`src/rtl/core/eci_pkg.sv`:
```
// Shared types, curve selector codes and constants of the easing-curve interpolator.
`timescale 1ns / 1ps

package eci_pkg;

   localparam int CMD_WIDTH           = 4;
   localparam int VALUE_WIDTH_DEF     = 16;
   localparam int FRACTION_BITS_DEF   = 16;

   // Curve selector codes.
   localparam logic [CMD_WIDTH-1:0] CMD_LINEAR     = 4'd0;
   localparam logic [CMD_WIDTH-1:0] CMD_CUBIC_IN   = 4'd1;
   localparam logic [CMD_WIDTH-1:0] CMD_CUBIC_OUT  = 4'd2;
   localparam logic [CMD_WIDTH-1:0] CMD_CUBIC_IO   = 4'd3;
   localparam logic [CMD_WIDTH-1:0] CMD_QUAD_IN    = 4'd4;
   localparam logic [CMD_WIDTH-1:0] CMD_QUAD_OUT   = 4'd5;
   localparam logic [CMD_WIDTH-1:0] CMD_QUAD_IO    = 4'd6;
   localparam logic [CMD_WIDTH-1:0] CMD_BACK_IN    = 4'd7;
   localparam logic [CMD_WIDTH-1:0] CMD_BACK_OUT   = 4'd8;
   localparam logic [CMD_WIDTH-1:0] CMD_BACK_IO    = 4'd9;

   // Overshoot constants of the back curves as exact decimal fractions.
   localparam longint BACK_C1_NUM = 64'd170158;
   localparam longint BACK_C1_DEN = 64'd100000;
   localparam longint BACK_C2_NUM = 64'd25949095;
   localparam longint BACK_C2_DEN = 64'd10000000;

   typedef enum logic [1:0] {
      FAM_LINEAR,
      FAM_CUBIC,
      FAM_QUAD,
      FAM_BACK
   } family_type;

   typedef enum logic [1:0] {
      SHAPE_IN,
      SHAPE_OUT,
      SHAPE_INOUT
   } shape_type;

   typedef struct packed {
      family_type family;
      shape_type  shape;
   } curve_sel_type;

endpackage

```
`src/rtl/core/eci_decode.sv`:
```
// Curve selector decoder: splits the command into curve family and shape.
`timescale 1ns / 1ps

module eci_decode
   import eci_pkg::*;
(
   input  logic [CMD_WIDTH-1:0] cmd,
   output curve_sel_type        sel
);

   always_comb begin
      unique case (cmd)
         CMD_CUBIC_IN:  sel = '{family: FAM_CUBIC, shape: SHAPE_IN};
         CMD_CUBIC_OUT: sel = '{family: FAM_CUBIC, shape: SHAPE_OUT};
         CMD_CUBIC_IO:  sel = '{family: FAM_CUBIC, shape: SHAPE_INOUT};
         CMD_QUAD_IN:   sel = '{family: FAM_QUAD, shape: SHAPE_IN};
         CMD_QUAD_OUT:  sel = '{family: FAM_QUAD, shape: SHAPE_OUT};
         CMD_QUAD_IO:   sel = '{family: FAM_QUAD, shape: SHAPE_INOUT};
         CMD_BACK_IN:   sel = '{family: FAM_BACK, shape: SHAPE_IN};
         CMD_BACK_OUT:  sel = '{family: FAM_BACK, shape: SHAPE_OUT};
         CMD_BACK_IO:   sel = '{family: FAM_BACK, shape: SHAPE_INOUT};
         // Linear, and the unused codes, which behave as linear.
         default:       sel = '{family: FAM_LINEAR, shape: SHAPE_IN};
      endcase
   end

endmodule

```
`config.mk`:
```
export PLATFORM = sky130hd
export DESIGN_NAME = eci_decode
export DESIGN_NICKNAME = d
export VERILOG_FILES = /design/src/rtl/core/eci_pkg.sv /design/src/rtl/core/eci_decode.sv
export SDC_FILE = /design/constraint.sdc
export NUM_CORES = 1
export LEC_CHECK = 0
export BUFFER_PORTS_ARGS = -buffer_cell sky130_fd_sc_hd__buf_4
export CORE_AREA = 2 2 39 41
export DETAILED_ROUTE_END_ITERATION = 7
export DIE_AREA = 0 0 41 43
export SYNTH_ARGS = -nofsm -noshare
export SYNTH_HDL_FRONTEND = slang
export SYNTH_SLANG_ARGS = --single-unit
```
`constraint.sdc`:
```
create_clock -name vclk -period 0.9
set_clock_uncertainty 0.05 [all_clocks]
set_input_delay 0.045 -clock vclk [all_inputs]
set_output_delay 0.045 -clock vclk [all_outputs]
set_load 0.02 [all_outputs]
```
After elaboration in Yosys (flattened, before gate mapping)
Memories as Yosys holds them, arrays and structs flattened. Cells that the tools add are included.

Register bits: 0. Bits in read-only memories: 64. Output and inout port bits: 4. Word-level logic and storage cells: 1. Memories kept: 1.

Memories: (name not given) (words 16, width 4, read ports 1, clocked after Yosys merged registers in 0, wr ports 0, RTL line eci_decode.sv:12) `unique case (cmd)`.

Longest topological paths before layout
An unclocked memory read counts as a cell.

Depth after elaboration: 1. Mapped depth: 3. Gate-level depth less buffers: 2.

Worst setup path after synthesis
Ideal clock, no wire load.

Path type: input to output. Start: input cmd[2]. End: output sel[0] (netlist bit). Arrival: 718 ps. Data required time: 805 ps. Path slack: 87 ps. Stages: 3. Buffers on the path: 1. Path through: buf_6 > nor4bb_1 > or3_1.

RTL lines: start: declaration (RTL line eci_decode.sv:7) `input logic [CMD_WIDTH-1:0] cmd,`; end: declaration (RTL line eci_decode.sv:8) `output curve_sel_type sel`.

==> results.toml <==
[finish]
final_nets = 27
final_common_cell = "buf_6"
layout.area.seq_um2 = 0
fin_area_um2 = 218
layout-drive-gt1-share_pct = 47.6
layout.cells.most_common_list = "buf_6, buf_4, inv_1"
nClkBuffers = 0
syn2layout_area_growth_pct = 95.5
utilization_pct = 15.7
finalNonFillerCells = 37
seq_cell_count = 0
diodes = 0

[drt]
wl_per_cell_um = 7.51
routed_wl_um = 278
vias_per_cell = 3.62
drc = 0
postRouteAntennaNets = 0
vias = 134
drt_pass1_iterations = 1
drt_first_iter_violations = 0

[logic_synthesis]
syn-num-nets = 18
yosys_warnings = 0
ys_seq_area_share_pct = 0
netlist_area_um2 = 111
yosysTopAreaCell = "nor4b_1"
synth_top_area_share_pct = 15.7
avgSynthCellArea_um2 = 7.95
synth.distinct_cells = 12
postSynthCellCount = 14
synth_area_leaders = "nor4b_1, buf_6, o221a_2, a32o_1, nor4bb_1"

[pwr]
pwr-share-clk_pct = 0
power_leakage_nw = 0.104
powerDensity_nw_per_um2 = 514
swShare_pct = 45.9
p_comb_share_pct = 100.0
vdd_drop_max_uv = 69.8
pwr-share-seq_pct = 0
p_int_w = 0.0000606
p_switching_w = 0.0000513

[min_path]
hold_path_startpoint = "cmd[2]"
min_path_type = "input pin to output port"

[critical_path]
cp_max_fo = 8
critical_path_class = "input pin to output port"
worstPathCellList = "buf_6 > nor4bb_1 > or3_1 > buf_6"
crit_slowest_cell = "or3_1"
crit_top_cell = "buf_6"
crit_path_end_kind = "output port"
crit_family = "simple AND/OR/NAND/NOR gates"
cp.buffers_inverters = 2
worstPathRequired_ns = 0.81
start_kind = "input pin"
cp_slowest_stage_delay_ns = 0.36
worstPathArrival_ns = 0.79
startpoint = "cmd[2]"

[sta]
min_period_over_period_pct = 98.4
fin_crit_ns = 0.885
maxSlewViolCount = 0
hold_violations = 0
tns_ns = 0
clock.fmax_ghz = 1.13
rsz0062_at_grt = "no"
slew_headroom_pct = 83.2
setup_viol = 0
worst_pin_slew_ns = 0.251

[floorplan]
initial_utilization_pct = 8.05
die_area_um2 = 1760
die_w_um = 41
core_um2 = 1380
std_cell_rows = 14
design.portCount = 8
dieHeight_um = 43

[clock_network]
cts.hold.buffers_added = 0
postCtsSetupBuffers = 0

[global_route]
track_usage_pct = 2.70
grt_pass1_wl_um = 358
antenna_found_initial = 0
grt_overflow_total = 0
grt_max_degree = 9
grt_pass1_vias = 96

[placed_design]
dp_cells = 37
placed_area_um2 = 180
gp_congestion = 0.432
io_buffers = 8

[run]
maxCapViolCount = 0

[run_status]
status = "finished, final reports clean"
[final timing paths]
path / endpoint / slack, ns / depth (start not counted)
worst max-delay path: sel[0] / 0.01 / 4
worst min-delay path: sel[3] / 0.40 / 3
[what timing repair did]
action	4_1_cts	5_1_grt
pin swaps	1	1
gates resized for setup	3	5
cloned	0	0
endpoints found under the setup margin	1	1
[through the flow]
stage / total power, W / setup WS, ns / hold WS (ns)
2_1_floorplan: 0.0000549 / 0.0869 / 0.223
3_3_place_gp: 0.0000949 / -0.0189 / 0.414
3_5_place_dp: 0.0000964 / -0.0273 / 0.419
4_1_cts: 0.000102 / -0.000217 / 0.388
5_1_grt: 0.000122 / 0.000567 / 0.417
6_report: 0.000112 / 0.0147 / 0.396
[metal layers]
metal  share of wire [%]  vias up  GRT usage [%]
met5                   0        -              0
met4                   0        0              0
met3                 8.6        0              0
met2                  50        5           5.63
met1                  41       59           2.85
li1                    -       70              -
[cells in the mapped netlist, drive strengths merged]
| library cell | instances |
|---|---|
| inv | 2 |
| nor4b | 2 |
| a21o | 1 |
| a32o | 1 |
| buf | 1 |
| nand2 | 1 |
| nor3b | 1 |
| nor4bb | 1 |
| o21ba | 1 |
| o221a | 1 |
| or3 | 1 |
| xor2 | 1 |
[power groups by stage]
stage / Sequential (W) / Combinational, W / Clock [W]
floorplan: 0 / 0.0000549 / 0
global placement: 0 / 0.0000949 / 0
detailed placement: 0 / 0.0000964 / 0
CTS: 0 / 0.000102 / 0
global route: 0 / 0.000122 / 0
finish: 0 / 0.000112 / 0
[kinds of logic after synthesis]
family / Yosys count / share of synthesized area, %
and+or+nand+nor: 6 / 40.5
AOI/OAI and AO/OA: 4 / 34.8
buffers and inverters: 3 / 16.9
xor gates and xnor gates: 1 / 7.87
[layout make-up]
type	count	area [um^2]
multi-input cells	11	108
fillers	161	1170
repair buffers	8	82.6
well taps	16	20.0
inverters	2	7.51
(Power assumes the default switching activity.)
