## src/rtl/core/eci_fxmul.sv

```systemverilog
// Signed fixed-point multiplier with round-to-nearest, ties away from zero.
`timescale 1ns / 1ps

module eci_fxmul #(
   parameter int A_WIDTH   = 18,
   parameter int B_WIDTH   = 18,
   parameter int P_WIDTH   = 18,
   parameter int FRAC_BITS = 16
) (
   input  logic signed [A_WIDTH-1:0] op_a,
   input  logic signed [B_WIDTH-1:0] op_b,
   output logic signed [P_WIDTH-1:0] prod
);

   localparam int FULL = A_WIDTH + B_WIDTH + 1;
   localparam logic signed [FULL-1:0] HALF =
      {{(FULL - FRAC_BITS){1'b0}}, 1'b1, {(FRAC_BITS - 1){1'b0}}};
   localparam logic signed [FULL-1:0] HALF_M1 = HALF - FULL'(1);

   logic signed [FULL-1:0] full;
   logic signed [FULL-1:0] biased;
   logic signed [FULL-1:0] shifted;

   // Adding half minus one to a negative product before the floor shift rounds
   // its magnitude half away from zero, same as for positive products.
   assign full    = FULL'(op_a) * FULL'(op_b);
   assign biased  = full + (full[FULL-1] ? HALF_M1 : HALF);
   assign shifted = biased >>> FRAC_BITS;
   assign prod    = shifted[P_WIDTH-1:0];

endmodule

```

## config.mk

```make
export PLATFORM = sky130hd
export DESIGN_NAME = eci_fxmul
export DESIGN_NICKNAME = d
export VERILOG_FILES = /design/src/rtl/core/eci_fxmul.sv
export SDC_FILE = /design/constraint.sdc
export NUM_CORES = 1
export LEC_CHECK = 0
export BUFFER_PORTS_ARGS = -buffer_cell sky130_fd_sc_hd__buf_2
export CAP_MARGIN = 20
export CORE_MARGIN = 1
export CORE_UTILIZATION = 28
export DETAILED_ROUTE_END_ITERATION = 16
export PLACE_DENSITY = 0.47
export SLEW_MARGIN = 15
export SYNTH_ARGS = -nofsm -noshare
export SYNTH_HDL_FRONTEND = slang
export SYNTH_SLANG_ARGS = --single-unit
```

## constraint.sdc

```tcl
create_clock -name vclk -period 18.8
set_input_delay 1.88 -clock vclk [all_inputs]
set_output_delay 1.88 -clock vclk [all_outputs]
set_load 0.02 [all_outputs]
```

* After elaboration in Yosys (flattened, before gate mapping)
Cells that the tools add are included.
Widths: inputs -> output; s select.
** Storage, ports and cells
- Flip-flop bits (word level) :: 0
- Output and inout port bits :: 18
- Bits of input ports :: 36
** Cells by class
- $add $sub $neg :: 1
- Multiply operators :: 1
- Mux-type cells :: 1
** Operators with widths (count)
- $mul 18x18->36 :: 1
- $add 34x17->34 :: 1
- $mux 16 :: 1

* Longest topological paths before layout
- Depth after elaboration :: 3
- Mapped depth :: 31

* Worst setup path before layout
Ideal clock, no wire load.
- Path kind :: input port to output port
- From :: in op_a[17]
- To :: out prod[16]
- Required time :: 16.920 ns
- Cell stages on the path :: 26
- Arrival time :: 9.524 ns
- Slack :: 7.396 ns
- Cell sequence :: clkbuf_1 -> nand2_1 -> fa_1 -> inv_1 -> fa_1 -> fa_1 -> fa_1 -> fa_1 -> inv_1 -> fa_1 -> inv_1 -> ha_1 -> a21oi_1 -> o21ai_1 -> a21oi_1 -> o21ai_1 -> nor3_1 -> nor2_1 -> ha_1 -> and3_1 -> nand2_1 -> o31ai_1 -> o22ai_2 -> a211o_1 -> or3_1 -> xor2_1
** Between the ends
- Word-level cells in the longest chain between the ends :: 3
** Ends and longest elaborated chain
- start, declared :: RTL line 10 : input logic signed [A_WIDTH-1:0] op_a,
- $mul 18x18->36 * :: RTL line 26 : assign full = FULL'(op_a) * FULL'(op_b);
- $mux 16 :: RTL line 27 : assign biased = full + (full[FULL-1] ? HALF_M1 : HALF);
- $add 34x17->34 * :: RTL line 27
- end, declared :: RTL line 12 : output logic signed [P_WIDTH-1:0] prod
Every way passes the cells marked *; elsewhere a longest branch is shown, timed or not.

* Worst setup path in the final report
- From :: in op_b[0]
- To :: out prod[12]
** Between the ends
- Word-level cells in the longest chain between the ends :: 3
** Ends and longest elaborated chain
- start, declared :: RTL line 11 : input logic signed [B_WIDTH-1:0] op_b,
- $mul 18x18->36 * :: RTL line 26
- $mux 16 :: RTL line 27
- $add 34x17->34 * :: RTL line 27
Marks and branches as above.

==> reports/metrics.yaml <==
run_status: "complete, no violations"
n_sequential_cell: 0
synthToLayoutAreaGrowth_pct: 6.24
design.die.area_um2: 47600
holdCritPathClass: "primary input to output port"
min-delay-start: "op_b[0]"
time_the_final_worst_path_needs_with_i_o_delays_and_setup_ns: 12.46
drt_wl_total_um: 33100
timing.final.setup_violations: 0
grt_start_max_net_pins: 19
cts.repair.resized: 0
core_area_um2: 45800
final_core_utilization_pct: 30.4
critical_path_required_ns: 16.92
synth_seq_area_share_pct: 0
number_of_antenna_violations_at_the_first_check_in_global_routing: 0
insertedDiodeCount: 0
layout_common_cells: "sky130_fd_sc_hd__inv_1, sky130_fd_sc_hd__fa_1, sky130_fd_sc_hd__nand2_1, sky130_fd_sc_hd__and2_1, sky130_fd_sc_hd__ha_1"
input_output_buffers: 54
dp_hpwl_um: 29000
worstPathBufferInverterCount: 9
detailroute.via_count: 9672
clock.fmax_mhz: 80.3
timing.critical_path.depth: 31
synth.yosys.warnings: 0
rsz0062_at_grt: "no"
layout.filler_cells: 4913
hold_crit_depth: 9
end_kind: "output port"
relSlewSlack_pct: 35.2
wire_length_of_the_first_global_routing_pass_um: 54800
synth.avg_cell_area_um2: 8.78
crit_fanout: 18
setup_tns_ns: 0
gp_congestion: 0.836
die_w_um: 218
drtAntennaViolNets: 0
drcViolationCount: 0
cpMaxStageDelayCell: "sky130_fd_sc_hd__a2111oi_4"
die_height_um: 218
initialDrtViolationCount: 462
number_of_global_route_vias_before_repair: 10338
min_period_over_period_pct: 66.3
wire_per_inst_um: 15.8
worst_ep_arrival_time_ns: 10.58
io_pins: 54
maxSlewViolCount: 0
netlist_area_um2: 13100
worst_slew_pin_slew_ns: 0.960
critPathMaxStageDelay_ns: 0.61
critPathTopFamily: "adder cells"
vias_per_cell: 4.62
mostFrequentLayoutCell: "sky130_fd_sc_hd__inv_1"
layout_cells_sized_above_1_pct: 4.22
grt_util_all_layers_pct: 14.4
criticalPathCategory: "primary input to output port"
firstDrtPassIters: 5
synth_fp_nets: 1954
synthesis.instances: 1491
post_cts_setup_buffer_count: 0
finalNetCount: 1957
quantity_of_hold_fixing_buffers_added_after_cts: 0
start_util_pct: 28.6
grt_overflow_total: 0
setup.worst_path.start_class: "primary input"
timing_hold_violations_final: 0
placementRows: 78
critPathMostFrequentCell: "sky130_fd_sc_hd__inv_1"
clkbuf_count: 0
critPathLaunch: "op_b[0]"
worst_hold_slack_ns: 5.41
final-seq-area_um2: 0
worst_hold_path.endpoint: "prod[0]"
yosysUniqueCellTypes: 65
drv_cap: 0
[how the worst max path moves through the flow]
stage / end / slack [ns]
3_5_place_dp: prod[12] / 6.39
4_1_cts: prod[12] / 6.34
5_1_grt: prod[12] / 5.53
2_1_floorplan: prod[16] / 7.40
6_report: prod[12] / 6.34
3_3_place_gp: prod[12] / 6.56
[kinds of logic (layout without fill, tap and decap cells)]
| kind of cell | after synthesis | count (layout) | share of synthesized area, % |
|---|---|---|---|
| and+or+nand+nor | 444 | 444 | 17.1 |
| buffers and inverters | 441 | 442 | 12.7 |
| adders and majority gates | 427 | 427 | 59.7 |
| AOI/OAI and AO/OA | 130 | 130 | 7.21 |
| xor gates and xnor gates | 48 | 48 | 3.21 |
| muxes | 1 | 1 | 0.0765 |
[per-layer routing]
layer	global-route usage, %	routed length, um	part of all wire, %	up-vias
met4	0.559	130	0.39	0
met1	20.3	15100	46	5099
met3	0.139	606	1.8	6
li1	-	-	-	4438
met5	0	0	0	-
met2	25.9	17300	52	129
[through the flow]
step | worst slack, ns | cells | cell area [um^2]
3_5_place_dp | 6.39 | 2092 | 13900
6_report | 6.34 | 2092 | 13900
3_3_place_gp | 6.56 | 2092 | 13900
2_1_floorplan | 7.40 | 1491 | 13100
4_1_cts | 6.34 | 2092 | 13900
5_1_grt | 5.53 | 2092 | 13900
[area by class of cell]
type	count	area, um^2	area share (%)
multi-input cells	1050	11400	82.2
inverters	388	1460	10.5
well taps	600	751	5.40
repair buffers	54	270	1.94
[Yosys cell counts (3+ instances only)]
library cell,instances,area share (%)
sky130_fd_sc_hd__a211o_1,4,0.27
sky130_fd_sc_hd__a211oi_1,5,0.29
sky130_fd_sc_hd__a21boi_0,3,0.17
sky130_fd_sc_hd__a21o_1,12,0.69
sky130_fd_sc_hd__a21oi_1,33,1.3
sky130_fd_sc_hd__a311oi_1,3,0.20
sky130_fd_sc_hd__a31oi_1,4,0.19
sky130_fd_sc_hd__and2_1,151,7.2
sky130_fd_sc_hd__and3_1,5,0.24
sky130_fd_sc_hd__buf_2,4,0.15
sky130_fd_sc_hd__clkbuf_1,47,1.3
sky130_fd_sc_hd__fa_1,329,50
sky130_fd_sc_hd__ha_1,98,9.4
sky130_fd_sc_hd__inv_1,388,11
sky130_fd_sc_hd__nand2_1,187,5.4
sky130_fd_sc_hd__nand2b_1,4,0.19
sky130_fd_sc_hd__nand3_1,13,0.50
sky130_fd_sc_hd__nand4_1,12,0.57
sky130_fd_sc_hd__nor2_1,35,1.0
sky130_fd_sc_hd__nor2b_1,5,0.24
sky130_fd_sc_hd__nor3_1,9,0.34
sky130_fd_sc_hd__nor4_1,3,0.14
sky130_fd_sc_hd__o211a_1,4,0.31
sky130_fd_sc_hd__o211ai_1,7,0.40
sky130_fd_sc_hd__o21a_1,6,0.34
sky130_fd_sc_hd__o21ai_0,12,0.46
sky130_fd_sc_hd__o21ai_1,8,0.31
sky130_fd_sc_hd__o21bai_1,4,0.23
sky130_fd_sc_hd__o31ai_1,4,0.23
sky130_fd_sc_hd__or3_1,4,0.19
sky130_fd_sc_hd__xnor2_1,33,2.2
sky130_fd_sc_hd__xor2_1,15,1.0
Power is left out: the tool's default activity adds up to more than one toggle a clock period on the data nets, which glitch-free logic cannot reach.
